==> src/design/bpu_pkg.sv <==
// ----------------------------------------------------------------------------
// bpu_pkg
// Shared types and constants for the BMP pixel unpacker.
// ----------------------------------------------------------------------------
package bpu_pkg;

  // Default placement screen and size limit
  localparam int SCREEN_ROWS_DEF    = 480;
  localparam int SCREEN_COLUMNS_DEF = 800;
  localparam int MAX_DIMENSION_DEF  = 4096;

  // Field widths
  localparam int BYTE_W   = 8;
  localparam int COLOR_W  = 32;
  localparam int COORD_W  = 14;
  localparam int DIM_W    = 13;
  localparam int COUNT_W  = 12;
  localparam int ORIGIN_W = 12;
  localparam int IDX_W    = 3;
  localparam int CFG_W    = 13;

  // Configuration register indexes
  typedef enum logic [IDX_W-1:0] {
    REG_IMAGE_WIDTH   = 3'd0,
    REG_IMAGE_HEIGHT  = 3'd1,
    REG_ALPHA_PRESENT = 3'd2,
    REG_TOP_DOWN      = 3'd3,
    REG_MIRRORED      = 3'd4,
    REG_ROW_ORIGIN    = 3'd5,
    REG_COLUMN_ORIGIN = 3'd6
  } cfg_reg_t;

  // Byte position within one pixel
  typedef enum logic [1:0] {
    PH_BLUE  = 2'd0,
    PH_GREEN = 2'd1,
    PH_RED   = 2'd2,
    PH_ALPHA = 2'd3
  } phase_t;

  // Settings as seen by the datapath, sizes already clamped
  typedef struct packed {
    logic [COUNT_W-1:0]  last_column;
    logic [COUNT_W-1:0]  last_row;
    logic [1:0]          pad_len;
    logic                alpha_present;
    logic                top_down;
    logic                mirrored;
    logic [ORIGIN_W-1:0] row_origin;
    logic [ORIGIN_W-1:0] column_origin;
  } cfg_t;

endpackage

==> src/design/bpu_byte_if.sv <==
// ----------------------------------------------------------------------------
// bpu_byte_if
// Request channel carrying one raw pixel-array byte.
// ----------------------------------------------------------------------------
interface bpu_byte_if;
  logic                       valid;
  logic                       ready;
  logic [bpu_pkg::BYTE_W-1:0] data_byte;

  modport source (output valid, output data_byte, input ready);
  modport sink   (input valid, input data_byte, output ready);
endinterface

==> src/design/bpu_pixel_if.sv <==
// ----------------------------------------------------------------------------
// bpu_pixel_if
// Request channel carrying one decoded pixel and its screen position.
// ----------------------------------------------------------------------------
interface bpu_pixel_if;
  logic                               valid;
  logic                               ready;
  logic [bpu_pkg::COLOR_W-1:0]        pixel_color;
  logic signed [bpu_pkg::COORD_W-1:0] screen_row;
  logic signed [bpu_pkg::COORD_W-1:0] screen_column;
  logic                               image_done;

  modport source (output valid, output pixel_color, output screen_row,
                  output screen_column, output image_done, input ready);
  modport sink   (input valid, input pixel_color, input screen_row,
                  input screen_column, input image_done, output ready);
endinterface

==> src/design/bpu_cfg_if.sv <==
// ----------------------------------------------------------------------------
// bpu_cfg_if
// Register write channel: index and write data.
// ----------------------------------------------------------------------------
interface bpu_cfg_if;
  logic                      valid;
  logic                      ready;
  logic [bpu_pkg::IDX_W-1:0] reg_index;
  logic [bpu_pkg::CFG_W-1:0] wr_data;

  modport source (output valid, output reg_index, output wr_data, input ready);
  modport sink   (input valid, input reg_index, input wr_data, output ready);
endinterface

==> src/design/bpu_cfg_regs.sv <==
// ----------------------------------------------------------------------------
// bpu_cfg_regs
// Configuration registers and the clamped size terms derived from them.
// ----------------------------------------------------------------------------
module bpu_cfg_regs #(
  parameter int MAX_DIMENSION = bpu_pkg::MAX_DIMENSION_DEF
) (
  input  logic              clk,
  input  logic              rst,
  bpu_cfg_if.sink           cfg,
  output bpu_pkg::cfg_t     settings
);

  localparam logic [bpu_pkg::DIM_W-1:0] MAX_DIM = bpu_pkg::DIM_W'(MAX_DIMENSION);

  logic [bpu_pkg::DIM_W-1:0]    image_width;
  logic [bpu_pkg::DIM_W-1:0]    image_height;
  logic                         alpha_present;
  logic                         top_down;
  logic                         mirrored;
  logic [bpu_pkg::ORIGIN_W-1:0] row_origin;
  logic [bpu_pkg::ORIGIN_W-1:0] column_origin;

  logic [bpu_pkg::DIM_W-1:0]    width_eff;
  logic [bpu_pkg::DIM_W-1:0]    height_eff;
  logic [bpu_pkg::DIM_W-1:0]    width_m1;
  logic [bpu_pkg::DIM_W-1:0]    height_m1;

  assign cfg.ready = 1'b1;

  always_ff @(posedge clk) begin
    if (rst) begin
      image_width   <= bpu_pkg::DIM_W'(1);
      image_height  <= bpu_pkg::DIM_W'(1);
      alpha_present <= 1'b0;
      top_down      <= 1'b0;
      mirrored      <= 1'b0;
      row_origin    <= '0;
      column_origin <= '0;
    end else if (cfg.valid) begin
      unique case (cfg.reg_index)
        bpu_pkg::REG_IMAGE_WIDTH:   image_width   <= cfg.wr_data;
        bpu_pkg::REG_IMAGE_HEIGHT:  image_height  <= cfg.wr_data;
        bpu_pkg::REG_ALPHA_PRESENT: alpha_present <= cfg.wr_data[0];
        bpu_pkg::REG_TOP_DOWN:      top_down      <= cfg.wr_data[0];
        bpu_pkg::REG_MIRRORED:      mirrored      <= cfg.wr_data[0];
        bpu_pkg::REG_ROW_ORIGIN:    row_origin    <= cfg.wr_data[bpu_pkg::ORIGIN_W-1:0];
        bpu_pkg::REG_COLUMN_ORIGIN: column_origin <= cfg.wr_data[bpu_pkg::ORIGIN_W-1:0];
        default: ;
      endcase
    end
  end

  // Zero acts as one, anything above the limit acts as the limit
  always_comb begin
    priority if (image_width == '0)     width_eff = bpu_pkg::DIM_W'(1);
    else if (image_width > MAX_DIM)     width_eff = MAX_DIM;
    else                                width_eff = image_width;

    priority if (image_height == '0)    height_eff = bpu_pkg::DIM_W'(1);
    else if (image_height > MAX_DIM)    height_eff = MAX_DIM;
    else                                height_eff = image_height;
  end

  assign width_m1  = width_eff - bpu_pkg::DIM_W'(1);
  assign height_m1 = height_eff - bpu_pkg::DIM_W'(1);

  // Row padding: 3*w bytes rounds up to a multiple of 4 after w mod 4 bytes
  assign settings.last_column   = width_m1[bpu_pkg::COUNT_W-1:0];
  assign settings.last_row      = height_m1[bpu_pkg::COUNT_W-1:0];
  assign settings.pad_len       = alpha_present ? 2'd0 : width_eff[1:0];
  assign settings.alpha_present = alpha_present;
  assign settings.top_down      = top_down;
  assign settings.mirrored      = mirrored;
  assign settings.row_origin    = row_origin;
  assign settings.column_origin = column_origin;

endmodule

==> src/design/bmp_pixel_unpacker.sv <==
// ----------------------------------------------------------------------------
// bmp_pixel_unpacker
// Unpacks a 24/32-bit BMP pixel array byte stream into ARGB pixels with
// signed screen coordinates.
// ----------------------------------------------------------------------------
//
//   Channel       Dir   Carries                                        Ready
//   ------------  ----  ---------------------------------------------  ---------------
//   pixel_bytes   sink  data_byte                                      output free
//   pixels        src   pixel_color, screen_row/column, image_done     from consumer
//   cfg           sink  reg_index, wr_data                             always high
//
// One byte is taken per cycle; a pixel appears in the result register the
// cycle after its last byte (3 bytes at 24-bit depth, 4 with alpha).
// Byte-in ready drops only while the result register holds a pixel the
// consumer has not taken; ready follows pixels.ready combinationally, so a
// streaming consumer sees no bubbles. Row padding bytes and bytes after the
// final pixel are taken and dropped. Synchronous reset clears counters,
// byte phase and the result valid; registers go to their reset values.
// ----------------------------------------------------------------------------
module bmp_pixel_unpacker #(
  parameter int SCREEN_ROWS    = bpu_pkg::SCREEN_ROWS_DEF,
  parameter int SCREEN_COLUMNS = bpu_pkg::SCREEN_COLUMNS_DEF,
  parameter int MAX_DIMENSION  = bpu_pkg::MAX_DIMENSION_DEF
) (
  input  logic        clk,
  input  logic        rst,
  bpu_byte_if.sink    pixel_bytes,
  bpu_pixel_if.source pixels,
  bpu_cfg_if.sink     cfg
);

  localparam int CW = bpu_pkg::COORD_W;
  localparam logic [CW-1:0] ROW_BASE = CW'(SCREEN_ROWS - 1);
  localparam logic [CW-1:0] COL_BASE = CW'(SCREEN_COLUMNS - 1);

  bpu_pkg::cfg_t settings;

  // Stream state
  bpu_pkg::phase_t             phase;
  bpu_pkg::phase_t             phase_next;
  logic [23:0]                 partial_color;
  logic [23:0]                 partial_color_next;
  logic [bpu_pkg::COUNT_W-1:0] column_count;
  logic [bpu_pkg::COUNT_W-1:0] column_count_next;
  logic [bpu_pkg::COUNT_W-1:0] row_count;
  logic [bpu_pkg::COUNT_W-1:0] row_count_next;
  logic [1:0]                  pad_remaining;
  logic [1:0]                  pad_remaining_next;
  logic                        finished;
  logic                        finished_next;

  // Result register
  logic                        out_valid;
  logic [bpu_pkg::COLOR_W-1:0] out_color;
  logic [CW-1:0]               out_row;
  logic [CW-1:0]               out_column;
  logic                        out_done;

  logic                        byte_fire;
  logic                        emit;
  logic                        last_pixel;
  logic [bpu_pkg::COLOR_W-1:0] color;
  logic [CW-1:0]               row_sum;
  logic [CW-1:0]               col_sum;

  bpu_cfg_regs #(
    .MAX_DIMENSION (MAX_DIMENSION)
  ) u_cfg (
    .clk      (clk),
    .rst      (rst),
    .cfg      (cfg),
    .settings (settings)
  );

  // Take a byte whenever the result register is free or being drained
  assign pixel_bytes.ready = !out_valid || pixels.ready;
  assign byte_fire         = pixel_bytes.valid && pixel_bytes.ready;

  // Screen position, wraps modulo 2^14
  always_comb begin
    if (settings.top_down) begin
      row_sum = CW'(row_count) + CW'(settings.row_origin);
    end else begin
      row_sum = ROW_BASE - CW'(row_count) - CW'(settings.row_origin);
    end
    if (settings.mirrored) begin
      col_sum = COL_BASE - CW'(column_count) - CW'(settings.column_origin);
    end else begin
      col_sum = CW'(column_count) + CW'(settings.column_origin);
    end
  end

  assign last_pixel = row_count >= settings.last_row;

  // Byte sequencing
  always_comb begin
    phase_next         = phase;
    partial_color_next = partial_color;
    column_count_next  = column_count;
    row_count_next     = row_count;
    pad_remaining_next = pad_remaining;
    finished_next      = finished;
    emit               = 1'b0;
    color              = {8'h00, pixel_bytes.data_byte, partial_color[15:0]};

    if (byte_fire && !finished) begin
      if (pad_remaining != 2'd0) begin
        pad_remaining_next = pad_remaining - 2'd1;
      end else begin
        unique case (phase)
          bpu_pkg::PH_BLUE: begin
            partial_color_next = {16'h0000, pixel_bytes.data_byte};
            phase_next         = bpu_pkg::PH_GREEN;
          end
          bpu_pkg::PH_GREEN: begin
            partial_color_next[15:8] = pixel_bytes.data_byte;
            phase_next               = bpu_pkg::PH_RED;
          end
          bpu_pkg::PH_RED: begin
            partial_color_next[23:16] = pixel_bytes.data_byte;
            if (settings.alpha_present) begin
              phase_next = bpu_pkg::PH_ALPHA;
            end else begin
              emit = 1'b1;
            end
          end
          bpu_pkg::PH_ALPHA: begin
            // taken as alpha even if alpha_present was cleared meanwhile
            color = {pixel_bytes.data_byte, partial_color};
            emit  = 1'b1;
          end
          default: ;
        endcase

        if (emit) begin
          phase_next = bpu_pkg::PH_BLUE;
          if (column_count >= settings.last_column) begin
            if (last_pixel) begin
              finished_next = 1'b1;
            end else begin
              column_count_next  = '0;
              row_count_next     = row_count + bpu_pkg::COUNT_W'(1);
              pad_remaining_next = settings.pad_len;
            end
          end else begin
            column_count_next = column_count + bpu_pkg::COUNT_W'(1);
          end
        end
      end
    end
  end

  always_ff @(posedge clk) begin
    if (rst) begin
      phase         <= bpu_pkg::PH_BLUE;
      partial_color <= '0;
      column_count  <= '0;
      row_count     <= '0;
      pad_remaining <= '0;
      finished      <= 1'b0;
    end else begin
      phase         <= phase_next;
      partial_color <= partial_color_next;
      column_count  <= column_count_next;
      row_count     <= row_count_next;
      pad_remaining <= pad_remaining_next;
      finished      <= finished_next;
    end
  end

  // Result register: loads on emit, clears when taken
  always_ff @(posedge clk) begin
    if (rst) begin
      out_valid <= 1'b0;
    end else if (emit) begin
      out_valid <= 1'b1;
    end else if (pixels.ready) begin
      out_valid <= 1'b0;
    end
  end

  always_ff @(posedge clk) begin
    if (emit) begin
      out_color  <= color;
      out_row    <= row_sum;
      out_column <= col_sum;
      out_done   <= finished_next;
    end
  end

  assign pixels.valid         = out_valid;
  assign pixels.pixel_color   = out_color;
  assign pixels.screen_row    = out_row;
  assign pixels.screen_column = out_column;
  assign pixels.image_done    = out_done;

`ifndef SYNTHESIS
  // Padding is skipped only between pixels
  assert property (@(posedge clk) disable iff (rst)
    pad_remaining != 2'd0 |-> phase == bpu_pkg::PH_BLUE)
    else $error("padding pending in mid-pixel");

  // Once the image is done nothing is left half-gathered
  assert property (@(posedge clk) disable iff (rst)
    finished |-> (pad_remaining == 2'd0 && phase == bpu_pkg::PH_BLUE))
    else $error("state not clean after final pixel");

  // A pixel produced is presented the next cycle
  assert property (@(posedge clk) disable iff (rst)
    emit |=> pixels.valid)
    else $error("emitted pixel not presented");

  // The final-pixel flag only comes out with the finished state
  assert property (@(posedge clk) disable iff (rst)
    (pixels.valid && pixels.image_done) |-> finished)
    else $error("image_done without finished state");
`endif

endmodule

==> src/flat_wrapper.sv <==
// flat-port wrapper written by rule: the top's interface ports become plain ports
module bmp_pixel_unpacker_flat 
#(
  parameter int SCREEN_ROWS    = bpu_pkg::SCREEN_ROWS_DEF,
  parameter int SCREEN_COLUMNS = bpu_pkg::SCREEN_COLUMNS_DEF,
  parameter int MAX_DIMENSION  = bpu_pkg::MAX_DIMENSION_DEF
)
  (clk, rst, pixel_bytes_valid, pixel_bytes_data_byte, pixel_bytes_ready, pixels_valid, pixels_pixel_color, pixels_screen_row, pixels_screen_column, pixels_image_done, pixels_ready, cfg_valid, cfg_reg_index, cfg_wr_data, cfg_ready);
  bpu_byte_if pixel_bytes_i ();
  bpu_pixel_if pixels_i ();
  bpu_cfg_if cfg_i ();
  input  logic clk;
  input  logic rst;
  input wire logic [$bits(pixel_bytes_i.valid)-1:0] pixel_bytes_valid;
  input wire logic [$bits(pixel_bytes_i.data_byte)-1:0] pixel_bytes_data_byte;
  output wire logic [$bits(pixel_bytes_i.ready)-1:0] pixel_bytes_ready;
  output wire logic [$bits(pixels_i.valid)-1:0] pixels_valid;
  output wire logic [$bits(pixels_i.pixel_color)-1:0] pixels_pixel_color;
  output wire logic [$bits(pixels_i.screen_row)-1:0] pixels_screen_row;
  output wire logic [$bits(pixels_i.screen_column)-1:0] pixels_screen_column;
  output wire logic [$bits(pixels_i.image_done)-1:0] pixels_image_done;
  input wire logic [$bits(pixels_i.ready)-1:0] pixels_ready;
  input wire logic [$bits(cfg_i.valid)-1:0] cfg_valid;
  input wire logic [$bits(cfg_i.reg_index)-1:0] cfg_reg_index;
  input wire logic [$bits(cfg_i.wr_data)-1:0] cfg_wr_data;
  output wire logic [$bits(cfg_i.ready)-1:0] cfg_ready;
  assign pixel_bytes_i.valid = pixel_bytes_valid;
  assign pixel_bytes_i.data_byte = pixel_bytes_data_byte;
  assign pixel_bytes_ready = pixel_bytes_i.ready;
  assign pixels_valid = pixels_i.valid;
  assign pixels_pixel_color = pixels_i.pixel_color;
  assign pixels_screen_row = pixels_i.screen_row;
  assign pixels_screen_column = pixels_i.screen_column;
  assign pixels_image_done = pixels_i.image_done;
  assign pixels_i.ready = pixels_ready;
  assign cfg_i.valid = cfg_valid;
  assign cfg_i.reg_index = cfg_reg_index;
  assign cfg_i.wr_data = cfg_wr_data;
  assign cfg_ready = cfg_i.ready;
  bmp_pixel_unpacker #(.SCREEN_ROWS(SCREEN_ROWS), .SCREEN_COLUMNS(SCREEN_COLUMNS), .MAX_DIMENSION(MAX_DIMENSION)) u_core (.clk(clk), .rst(rst), .pixel_bytes(pixel_bytes_i), .pixels(pixels_i), .cfg(cfg_i));
endmodule
==> config.mk <==
export PLATFORM = sky130hd
export DESIGN_NAME = bmp_pixel_unpacker_flat
export DESIGN_NICKNAME = d
export VERILOG_FILES = /design/src/design/bpu_pkg.sv /design/src/design/bpu_byte_if.sv /design/src/design/bpu_pixel_if.sv /design/src/design/bpu_cfg_if.sv /design/src/design/bpu_cfg_regs.sv /design/src/design/bmp_pixel_unpacker.sv /design/src/flat_wrapper.sv
export SDC_FILE = /design/constraint.sdc
export NUM_CORES = 1
export LEC_CHECK = 0
export ABC_AREA = 1
export BUFFER_PORTS_ARGS = -buffer_cell sky130_fd_sc_hd__buf_2
export CAP_MARGIN = 0
export CORE_ASPECT_RATIO = 0.7
export CORE_MARGIN = 3
export CORE_UTILIZATION = 55
export CTS_BUF_LIST = sky130_fd_sc_hd__clkbuf_4
export DETAILED_ROUTE_END_ITERATION = 8
export PLACE_DENSITY_LB_ADDON = 0.15
export SETUP_SLACK_MARGIN = 0.15
export SYNTH_ARGS = -nofsm -noshare
export SYNTH_HDL_FRONTEND = slang
export SYNTH_SLANG_ARGS = --single-unit
==> constraint.sdc <==
create_clock -name clk -period 3.65 [get_ports clk]
set_input_delay 0.5475 -clock clk [delete_from_list [all_inputs] [get_ports clk]]
set_output_delay 0.5475 -clock clk [all_outputs]
set_load 0.03 [all_outputs]
==> metrics.yaml, run 1 <==
path_cells: "nor2_1 > nand2_1 > nor2_1 > nand2_1 > nand2_4 > nand2_1 > ha_2 > nand4_1 > xor2_1 > inv_1 > ha_1 > nand2_1 > nor2_2 > inv_1 > nor2_1 > nand2_1 > nand2_2 > buf_4 > inv_4 > nor2_8 > nand3_1 > nand2_1 > inv_1 > nor2_1"
track_usage_pct: 25.66
p_total_uw: 4455
crit_fanout: 14
drv_slew: 0
critPathArrivalTime_ns: 3.67
synth.distinct_cells: 47
holdWs_ns: 0.2447
gr-total-overflow: 0
io_buffers: 91
ys_warn_count: 0
dieArea_mm2: 0.02048
fin_worst_skew_ns: 0.01862
peakVddDrop_uv: 278.4
worstSetupStartpoint: "u_core.u_cfg.image_width[7]$_SDFFE_PP0P_"
stdcell_area_mm2: 0.01127
cp.required_ns: 4.15
critPathTopFamily: "simple AND/OR/NAND/NOR gates"
syn_inst: 1376
drive_gt1_share_pct: 11.23
slowest_stage: "dfxtp_1"
synth-main-ff-cell: "dfxtp_1"
ios: 93
fmax_mhz: 315.9
initial_core_util_pct: 56.70
clock_path_buffers: 2
worstSkewPairLatency_ns: 0.57
period_minus_slack_ns: 3.166
syn-cell-area_mm2: 0.01033
avgSynthCellArea_um2: 7.504
rsz0062_at_grt: "no"
post_drt_via_cell_ratio: 5.472
slowest_delay_ns: 0.37
synth.largest_area_cell: "dfxtp_1"
fin_crit_sh_pct: 86.73
async_reset_ff_share_pct: 0
syn_nets: 1489
postRouteAntennaNets: 0
vias: 9330
cp_num_buf_inv: 5
totalWireLength_um: 26250
setup_ws_ns: 0.4843
fin_tns_setup_ns: 0
max_slew.worst_pin.slew_ns: 0.6517
synth.most_common_cell: "nand2_1"
worstReg2RegStart: "u_core.u_cfg.image_width[7]$_SDFFE_PP0P_"
pwr_density_cell_mw_per_mm2: 395.3
p_leak_uw: 0.004965
place_area_mm2: 0.01094
routedWlPerCell_um: 15.40
synth_top_area_share_pct: 20.74
fillCellCount: 1669
place_ws_ns: 0.2330
cp-end-kind: "register"
crit_path_frequent_cell: "nand2_1"
placementRows: 41
cp-start-kind: "register"
antenna_cells: 0
hold_path.class: "input pin to register"
finalHoldViolCount: 0
status: "finished, final reports clean"
grt_pass1_wl_um: 42090
worstHoldStart: "pixel_bytes_data_byte[5]"
synthTopCellsByArea: "dfxtp_1, edfxtp_1, nand2_1"
synth_commonest_cells: "nand2_1, inv_1, a21oi_1"
maxCapViolations: 0
syn2layout_area_growth_pct: 9.136
grt_max_degree: 56
crit_type: "register to register"
place.gp.congestion: 0.9651
post_cts_buffers: 0
synth_edf_count: 61
synth_seq_cells: 168
drt-pass1-iter-count: 5
antenna_found_initial: 0
htreeDepth: 4
fin_nets: 1569
grt_pass1_vias: 8305
yosysSeqAreaShare_pct: 38.48
die_h_um: 120.6
place_hpwl_um: 20170
clkTransAtPathRegs_ns: 0.15
drc: 0
cts_sinks: 168
setup_viol: 0
dieWidth_um: 169.8
relSlewSlack_pct: 56.29
drtIter0Drc: 808
cts_tree: "yes"
cts_root_buf: "clkbuf_4"
cts_made_buffers: 17
core_mm2: 0.01821
ctsResizeCount: 0
postCtsHoldBufs: 0
[sequential cells by signal (all words and copies together), names as in the netlist]
name and flops:
u_core.u_cfg.row_origin 12, u_core.u_cfg.column_origin 12, u_core.pixels.pixel_color 32, u_core.u_cfg.image_width 13, u_core.phase 2, u_core.pixels.valid 1
u_core.pad_remaining 2, u_core.pixels.screen_column 14, u_core.u_cfg.alpha_present 1, u_core.u_cfg.image_height 13, u_core.pixels.screen_row 14, u_core.row_count 12
u_core.finished 1, u_core.u_cfg.top_down 1, u_core.pixels.image_done 1, u_core.partial_color 24, u_core.column_count 12, u_core.u_cfg.mirrored 1
[stage by stage]
step                      utilization, %  cells
after floorplan                        -   1376
after global placement             60.08   1673
after detailed placement           60.08   1673
after CTS                          61.68   1705
after global routing               61.88   1705
final                              61.88   1705
[path summary, 6_finish.rpt]
check / slack (ns) / to / cells after the start
setup / recovery: 0.48 / u_core.row_count[2]$_SDFFE_PP0P_ / 24
hold / removal: 0.24 / u_core.partial_color[13]$_SDFFE_PP0P_ / 3
setup reg to reg: 0.48 / u_core.row_count[2]$_SDFFE_PP0P_ / 24
hold reg to reg: 0.44 / u_core.pixels.pixel_color[10]$_DFFE_PP_ / 0
[power breakdown]
part	internal, µW	total (µW)	switching [µW]	leakage [µW]
clock network	421	1120	701	0.000159
logic	308	1100	788	0.00337
registers	2150	2240	81.7	0.00143
[metal layers]
layer	track usage, %	vias up	wire length [µm]
met4	5.414	0	269
met5	0	-	0
met3	5.098	21	2015
li1	-	4707	-
met2	33.91	326	10040
met1	42.16	4276	13920
[layout by cell type (no fill, tap or decap), types with 2 or more instances in the layout]
cell	synthesis	layout
a31oi_1	2	2
edfxtp_1	61	61
ha_1	82	80
xor2_1	37	37
o21bai_1	4	4
nand4_1	12	12
nor3_1	11	11
nor2_1	144	144
nand2_2	8	8
nand3_1	82	82
clkinv_1	2	2
buf_4	5	6
clkinv_4	0	3
o21ai_1	6	6
o211ai_1	3	3
xnor2_1	21	21
clkbuf_4	0	17
nand2_1	274	271
inv_1	162	162
dfxtp_1	107	107
buf_2	4	91
mux2i_1	3	3
fa_1	2	2
bufinv_16	0	2
a221oi_1	2	2
nand3_2	3	2
o21ai_0	130	130
a21oi_1	147	147
nand2_4	1	4
clkinv_2	0	3
inv_6	0	5
o31ai_1	2	2
nor2_4	2	2
inv_2	6	5
a21o_1	5	5
inv_4	1	2
nor2_2	5	5
ha_2	0	2
[tightest hold or removal path: cells and delay by family]
kind	cells	cell delay, ns
buf+inv	1	0.12
compound gates	1	0.05
simple gates	1	0.06
[cell type report]
type / instances / area, µm² / share of cell area, %
inverter: 171 / 646.9 / 5.740
clock buffer: 17 / 127.6 / 1.132
multi-input combinational: 1000 / 5542 / 49.17
clock inverter: 15 / 163.9 / 1.454
sequential: 168 / 3974 / 35.26
tap: 236 / 295.3 / 2.620
timing repair buffer: 98 / 520.5 / 4.619
[cell families (layout without fill, tap and decap cells)]
family | count (synthesis) | in the layout | synth area share (%)
other | 1 | 1 | 0.03632
muxes | 3 | 3 | 0.2908
adders and majority gates | 84 | 84 | 10.32
and+or+nand+nor | 548 | 548 | 22.34
AOI/OAI and AO/OA | 306 | 306 | 15.41
DFF | 168 | 168 | 38.48
buffers and inverters | 208 | 301 | 8.191
xor gates and xnor gates | 58 | 58 | 4.919
(Power assumes the default switching activity.)
==> run 2, diff against run 1 <==
--- a/config.mk
+++ b/config.mk
@@ -14,6 +14,7 @@
 export CTS_BUF_LIST = sky130_fd_sc_hd__clkbuf_4
 export DETAILED_ROUTE_END_ITERATION = 8
 export PLACE_DENSITY_LB_ADDON = 0.15
+export REMOVE_ABC_BUFFERS = 1
 export SETUP_SLACK_MARGIN = 0.15
 export SYNTH_ARGS = -nofsm -noshare
 export SYNTH_HDL_FRONTEND = slang
==> run 2 against run 1 <==
Effect of this change: clock power is essentially flat; flip-flop and latch count did not move; sequential share of layout area decreased by 0.16 points; critical endpoint is now u_core.column_count[2]$_SDFFE_PP0P_; highest routed layer unchanged.
==> metrics.yaml, run 2 (synthesis results as in run 1) <==
relSlewSlack_pct: 42.80  # was 56.29%
routedWlPerCell_um: 15.40  # about the same
cp-end-kind: "register"  # unchanged
clkTransAtPathRegs_ns: 0.15  # about the same
pwr-share-clk_pct: 25.5  # was 25.2%
p_comb_share_pct: 24.8  # was 24.6%
status: "finished, final reports clean"  # unchanged
antenna_cells: 0  # unchanged
cts_sinks: 168  # unchanged
largest_reg_flops: 32  # unchanged
utilization_pct: 62.16  # was 61.88%
drc: 0  # unchanged
rsz0062_at_grt: "no"  # unchanged
die_h_um: 120.6  # unchanged
worstReg2RegStart: "u_core.u_cfg.image_height[6]$_SDFFE_PP0P_"  # was u_core.u_cfg.image_width[7]$_SDFFE_PP0P_
cp.required_ns: 4.13  # was 4.15 ns
grt_pass1_vias: 8135  # was 8305
period_minus_slack_ns: 3.169  # was 3.166 ns
initial_core_util_pct: 56.70  # unchanged
cts_made_buffers: 17  # unchanged
track_usage_pct: 25.58  # was 25.66%
postRouteAntennaNets: 0  # unchanged
r2r_end: "u_core.column_count[2]$_SDFFE_PP0P_"  # was u_core.row_count[2]$_SDFFE_PP0P_
drt-pass1-iter-count: 5  # unchanged
p_total_uw: 4494  # was 4455 µW
place_hpwl_um: 19950  # was 20170 µm
fin_tns_setup_ns: 0  # unchanged
crit_path_frequent_cell: "nand2_1"  # unchanged
pwr-share-seq_pct: 49.7  # was 50.2%
fin_nets: 1574  # was 1569
holdPathStages: 3  # unchanged
grt_pass1_wl_um: 41860  # was 42090 µm
met2RoutedLength_um: 10190  # was 10040 µm
finalHoldViolCount: 0  # unchanged
peakVddDrop_uv: 299.8  # was 278.4 µV
r2r_cells: 22  # was 24
max_slew.worst_pin.slew_ns: 0.8548  # was 0.6517 ns
pwr_density_cell_mw_per_mm2: 397.0  # was 395.3 mW/mm²
gr-total-overflow: 0  # unchanged
core_mm2: 0.01821  # unchanged
multiInputGateArea_mm2: 0.005547  # was 0.005542 mm²
grt_max_degree: 55  # was 56
regArea_mm2: 0.003974  # unchanged
holdPathEnd: "u_core.partial_color[12]$_SDFFE_PP0P_"  # was u_core.partial_color[13]$_SDFFE_PP0P_
drtIter0Drc: 819  # was 808
io_buffers: 91  # unchanged
p_leak_uw: 0.004988  # was 0.004965 µW
met3WireLength_um: 2206  # was 2015 µm
ios: 93  # unchanged
dieArea_mm2: 0.02048  # unchanged
syn2layout_area_growth_pct: 9.621  # was 9.136%
fmax_mhz: 315.5  # was 315.9 MHz
critPathArrivalTime_ns: 3.65  # was 3.67 ns
placementRows: 41  # unchanged
slowest_stage: "dfxtp_1"  # unchanged
cts_root_buf: "clkbuf_4"  # unchanged
crit_fanout: 7  # was 14
routedLengthMet1_um: 13760  # was 13920 µm
p_sw_share_pct: 35.37  # was 35.26%
final_cell_mix: "nand2_1, inv_1, a21oi_1"  # unchanged
worstSkewPairLatency_ns: 0.58  # was 0.57 ns
ff2ff_setup_slack_ns: 0.48  # about the same
routed.top_layer: "met4"  # unchanged
vias: 9293  # was 9330
drive_gt1_share_pct: 11.53  # was 11.23%
antenna_found_initial: 0  # unchanged
drv_slew: 0  # unchanged
final_common_cell: "nand2_1"  # unchanged
fin_worst_skew_ns: 0.02258  # was 0.01862 ns
cts_tree: "yes"  # unchanged
worstSetupStartpoint: "u_core.u_cfg.image_height[6]$_SDFFE_PP0P_"  # was u_core.u_cfg.image_width[7]$_SDFFE_PP0P_
fin_crit_sh_pct: 86.83  # was 86.73%
power.internal_uw: 2904  # was 2884 µW
fillCellCount: 1693  # was 1669
p_sw_uw: 1589  # was 1571 µW
hold_path.class: "input pin to register"  # unchanged
place.gp.congestion: 0.9474  # was 0.9651
slowest_delay_ns: 0.37  # about the same
clock_path_buffers: 2  # unchanged
path_cells: "nor2_1 > nand2_1 > nor2_1 > nand2_1 > o21ai_0 > nand2_2 > ha_1 > nand3_1 > xor2_1 > inv_1 > ha_1 > nand2_1 > inv_1 > nand2_1 > nand2_1 > a21oi_1 > nand2_2 > inv_1 > nand3_4 > nand2_1 > nor2_1 > and2_1"  # was nor2_1 > nand2_1 > nor2_1 > nand2_1 > nand2_4 > nand2_1 > ha_2 > nand4_1 > xor2_1 > inv_1 > ha_1 > nand2_1 > nor2_2 > inv_1 > nor2_1 > nand2_1 > nand2_2 > buf_4 > inv_4 > nor2_8 > nand3_1 > nand2_1 > inv_1 > nor2_1
setup_viol: 0  # unchanged
dieWidth_um: 169.8  # unchanged
cp-start-kind: "register"  # unchanged
maxCapViolations: 0  # unchanged
htreeDepth: 4  # unchanged
worstHoldStart: "pixel_bytes_data_byte[4]"  # was pixel_bytes_data_byte[5]
totalWireLength_um: 26330  # was 26250 µm
post_drt_via_cell_ratio: 5.435  # was 5.472
crit_type: "register to register"  # unchanged
[run 2: changes by cell type in the layout (fill, tap and decap cells not counted), sizes merged]
cell    delta
buf        +4
clkinv     -3
clkbuf     +1
nand3      +1
inv        +2
[run 2: cell type report]
cell class	instances	share of cell area, %
Clock buffer	18	1.194
Clock inverter	14	1.426
Inverter	171	5.692
Multi-Input combinational cell	1001	49.00
Sequential cell	168	35.11
Tap cell	236	2.609
Timing Repair Buffer	102	4.974
[run 2: per-stage QoR]
| step | worst slack [ns] | hold WS [ns] | instance area [µm²] | instances |
|---|---|---|---|---|
| after floorplan | 0.5103 | 0.4030 | 10120 | 1339 |
| after global placement | 0.3068 | 0.4076 | 10940 | 1673 |
| after detailed placement | 0.1846 | 0.4147 | 10940 | 1673 |
| after CTS | 0.1510 | 0.1939 | 11240 | 1705 |
| after global routing | 0.1459 | 0.1938 | 11320 | 1710 |
| final | 0.4807 | 0.2276 | 11320 | 1710 |
[run 2: per-layer routing]
metal | vias up | global-route usage [%]
met1 | 4231 | 41.57
met4 | 0 | 4.750
met2 | 332 | 34.83
met5 | - | 0
li1 | 4715 | -
met3 | 15 | 4.902
[run 2: timing repair]
item,4_1_cts,5_1_grt
resized for setup,0,8
setup endpoints to repair,0,27
setup buffers,0,4
hold buffers,0,0
[run 2: power groups by stage]
stage,registers (µW),clock network [µW],logic [µW]
floorplan,2440,0,583
global placement,2270,0,1070
detailed placement,2270,0,1080
CTS,2230,1170,1080
global route,2250,1250,1230
finish,2230,1150,1110
[run 2: how the worst max path moves through the flow]
stage                                               end  cells past startpoint  slack, ns
floorplan           u_core.column_count[2]$_SDFFE_PP0P_                     23       0.51
global placement    u_core.column_count[2]$_SDFFE_PP0P_                     22       0.31
CTS                 u_core.column_count[2]$_SDFFE_PP0P_                     22       0.15
detailed placement  u_core.column_count[2]$_SDFFE_PP0P_                     22       0.18
global route        u_core.column_count[2]$_SDFFE_PP0P_                     24       0.15
finish              u_core.column_count[2]$_SDFFE_PP0P_                     22       0.48
[run 2: critical path: cells and delay by family, from the launching register on]
| family | cells | cell delay (ns) |
|---|---|---|
| simple gates | 14 | 1.39 |
| buf+inv | 3 | 0.28 |
| flops | 1 | 0.37 |
| xor+xnor | 1 | 0.14 |
| fa+ha+maj | 2 | 0.52 |
| compound gates | 2 | 0.37 |
==> run 3, diff against run 2 <==
--- a/config.mk
+++ b/config.mk
@@ -16,6 +16,7 @@
 export PLACE_DENSITY_LB_ADDON = 0.15
 export REMOVE_ABC_BUFFERS = 1
 export SETUP_SLACK_MARGIN = 0.15
+export SLEW_MARGIN = 20
 export SYNTH_ARGS = -nofsm -noshare
 export SYNTH_HDL_FRONTEND = slang
 export SYNTH_SLANG_ARGS = --single-unit
==> constraint.sdc (replaced) <==
create_clock -name clk -period 3.6 [get_ports clk]
set_input_delay 0.54 -clock clk [delete_from_list [all_inputs] [get_ports clk]]
set_output_delay 0.54 -clock clk [all_outputs]
set_load 0.03 [all_outputs]
==> run 3 against run 2 <==
Effect of this change: worst hold slack worse by 0.0041 ns; maximum frequency is 1.3% higher; wire length increased by 1.1%; via count is 0.19% lower; clock power is essentially flat; core utilization rose by 0.069 points; critical path type unchanged.
==> metrics.yaml, run 3 (synthesis results as in run 1) <==
postRouteAntennaNets: 0  # unchanged
fmax_mhz: 319.6  # was 315.5 MHz
grt_pass1_vias: 8408  # was 8135
cts_root_buf: "clkbuf_4"  # unchanged
fillCellCount: 1656  # was 1693
cts_made_buffers: 17  # unchanged
finalHoldViolCount: 0  # unchanged
status: "finished, final reports clean"  # unchanged
critPathArrivalTime_ns: 3.61  # was 3.65 ns
io_buffers: 91  # unchanged
pwr_density_cell_mw_per_mm2: 400.1  # was 397.0 mW/mm²
totalWireLength_um: 26610  # was 26330 µm
slowest_stage: "dfxtp_1"  # unchanged
fin_nets: 1574  # unchanged
worstSkewPairLatency_ns: 0.58  # about the same
place_hpwl_um: 20400  # was 19950 µm
cts_tree: "yes"  # unchanged
gr-total-overflow: 0  # unchanged
syn2layout_area_growth_pct: 9.742  # was 9.621%
grt_pass1_wl_um: 43300  # was 41860 µm
drt-pass1-iter-count: 5  # unchanged
max_slew.worst_pin.slew_ns: 0.8194  # was 0.8548 ns
drtIter0Drc: 754  # was 819
final_cell_mix: "nand2_1, inv_1, a21oi_1"  # unchanged
ios: 93  # unchanged
drv_slew: 0  # unchanged
crit_type: "register to register"  # unchanged
final_cells: 1715  # was 1710
multiInputGateArea_mm2: 0.005549  # was 0.005547 mm²
placementRows: 41  # unchanged
vias: 9275  # was 9293
crit_path_frequent_cell: "nand2_1"  # unchanged
initial_core_util_pct: 56.70  # unchanged
core_mm2: 0.01821  # unchanged
p_leak_uw: 0.004982  # was 0.004988 µW
largest_reg_flops: 32  # unchanged
place.gp.congestion: 0.9361  # was 0.9474
drc: 0  # unchanged
placedCellCount: 1674  # was 1673
rsz0062_at_grt: "no"  # unchanged
fin_tns_setup_ns: 0  # unchanged
fin_worst_skew_ns: 0.01981  # was 0.02258 ns
htreeDepth: 4  # unchanged
cp.required_ns: 4.08  # was 4.13 ns
antenna_found_initial: 1  # was 0
cp-start-kind: "register"  # unchanged
p_sw_share_pct: 36.29  # was 35.37%
track_usage_pct: 26.60  # was 25.58%
fin_crit_sh_pct: 86.90  # was 86.83%
die_h_um: 120.6  # unchanged
setup_viol: 0  # unchanged
p_total_uw: 4534  # was 4494 µW
pwr-share-seq_pct: 50.0  # was 49.7%
final_common_cell: "nand2_1"  # unchanged
regArea_mm2: 0.003974  # unchanged
clock_path_buffers: 2  # unchanged
period_minus_slack_ns: 3.129  # was 3.169 ns
power.internal_uw: 2888  # was 2904 µW
pwr-share-clk_pct: 24.7  # was 25.5%
routedWlPerCell_um: 15.52  # was 15.40 µm
cts_sinks: 168  # unchanged
clkTransAtPathRegs_ns: 0.16  # was 0.15 ns
slowest_delay_ns: 0.37  # about the same
post_drt_via_cell_ratio: 5.408  # was 5.435
grt_max_degree: 55  # unchanged
p_sw_uw: 1645  # was 1589 µW
maxCapViolations: 0  # unchanged
peakVddDrop_uv: 243.8  # was 299.8 µV
cp-end-kind: "register"  # unchanged
p_comb_share_pct: 25.4  # was 24.8%
relSlewSlack_pct: 45.03  # was 42.80%
dieWidth_um: 169.8  # unchanged
crit_fanout: 13  # was 7
drive_gt1_share_pct: 11.67  # was 11.53%
dieArea_mm2: 0.02048  # unchanged
hold_path.class: "input pin to register"  # unchanged
path_cells: "nor2_1 > nand2_1 > nor2_1 > nand2_1 > nand2_2 > nand2_1 > ha_1 > nand4_1 > xor2_1 > inv_1 > ha_1 > nand2_1 > nor2_2 > inv_1 > nor2_1 > nand2_1 > nand2_4 > buf_4 > nand3_4 > nand2_1 > nor2_1 > and2_1"  # was nor2_1 > nand2_1 > nor2_1 > nand2_1 > o21ai_0 > nand2_2 > ha_1 > nand3_1 > xor2_1 > inv_1 > ha_1 > nand2_1 > inv_1 > nand2_1 > nand2_1 > a21oi_1 > nand2_2 > inv_1 > nand3_4 > nand2_1 > nor2_1 > and2_1
## run 3: cell count changes in the layout (fill, tap and decap cells not counted), sizes merged
cell	previous run	this run
clkbuf	18	17
clkinv	5	3
inv	177	179
clkinvlp	1	3
nand3	86	85
diode	0	5
bufinv	2	1
buf	102	103
## run 3: per-stage QoR
step | setup slack, ns | cell area [µm²] | hold slack, ns | utilization [%]
2_1_floorplan | 0.4603 | 10120 | 0.4030 | -
3_3_place_gp | 0.3252 | 10950 | 0.4085 | 60.12
3_5_place_dp | 0.1803 | 10950 | 0.4104 | 60.12
4_1_cts | 0.2048 | 11240 | 0.1833 | 61.70
5_1_grt | 0.1636 | 11330 | 0.1755 | 62.23
6_report | 0.4715 | 11330 | 0.2235 | 62.23
## run 3: final cells by class
class / count / share of cell area, %
antenna: 5 / 0.1104
clock buffer: 17 / 1.126
clock inverter: 15 / 1.358
inverter: 171 / 5.730
multi-input combinational: 1000 / 48.97
sequential: 168 / 35.07
tap: 236 / 2.606
timing repair buffer: 103 / 5.035
## run 3: path summary, 6_finish.rpt
check / cells past startpoint / endpoint / slack [ns] / start
worst max-delay path: 22 / u_core.column_count[2]$_SDFFE_PP0P_ / 0.47 / u_core.u_cfg.image_width[6]$_SDFFE_PP0P_
worst min register to register: 0 / u_core.pixels.pixel_color[4]$_DFFE_PP_ / 0.45 / u_core.partial_color[4]$_SDFFE_PP0P_
worst min-delay path: 3 / u_core.partial_color[11]$_SDFFE_PP0P_ / 0.22 / pixel_bytes_data_byte[3]
worst max register to register: 22 / u_core.column_count[2]$_SDFFE_PP0P_ / 0.47 / u_core.u_cfg.image_width[6]$_SDFFE_PP0P_
## run 3: metal layers
metal,vias up,GRT usage [%],part of all wire [%]
li1,4726,-,-
met2,293,36.33,39
met1,4240,42.48,52
met5,-,0,0
met3,16,6.144,7.5
met4,0,4.852,0.81
## run 3: timing repair
action	4_1_cts	5_1_grt
setup buffers	0	4
resized for setup	2	12
pin swaps	0	2
endpoints found under the setup margin	1	28
hold buffers	0	0
## run 3: worst max-delay path, delay by kind of cell, from the launching register on
| kind | cells | cell delay, ns |
|---|---|---|
| and+or+nand+nor | 16 | 1.74 |
| DFF | 1 | 0.37 |
| adders and majority gates | 2 | 0.52 |
| buffers and inverters | 3 | 0.23 |
| xor gates and xnor gates | 1 | 0.15 |
## run 3: power by group through the flow
| stage | clock, µW | sequential, µW | combinational, µW |
|---|---|---|---|
| 2_1_floorplan | 0 | 2480 | 591 |
| 3_3_place_gp | 0 | 2300 | 1080 |
| 3_5_place_dp | 0 | 2310 | 1100 |
| 4_1_cts | 1140 | 2260 | 1100 |
| 5_1_grt | 1210 | 2290 | 1270 |
| 6_report | 1120 | 2270 | 1150 |
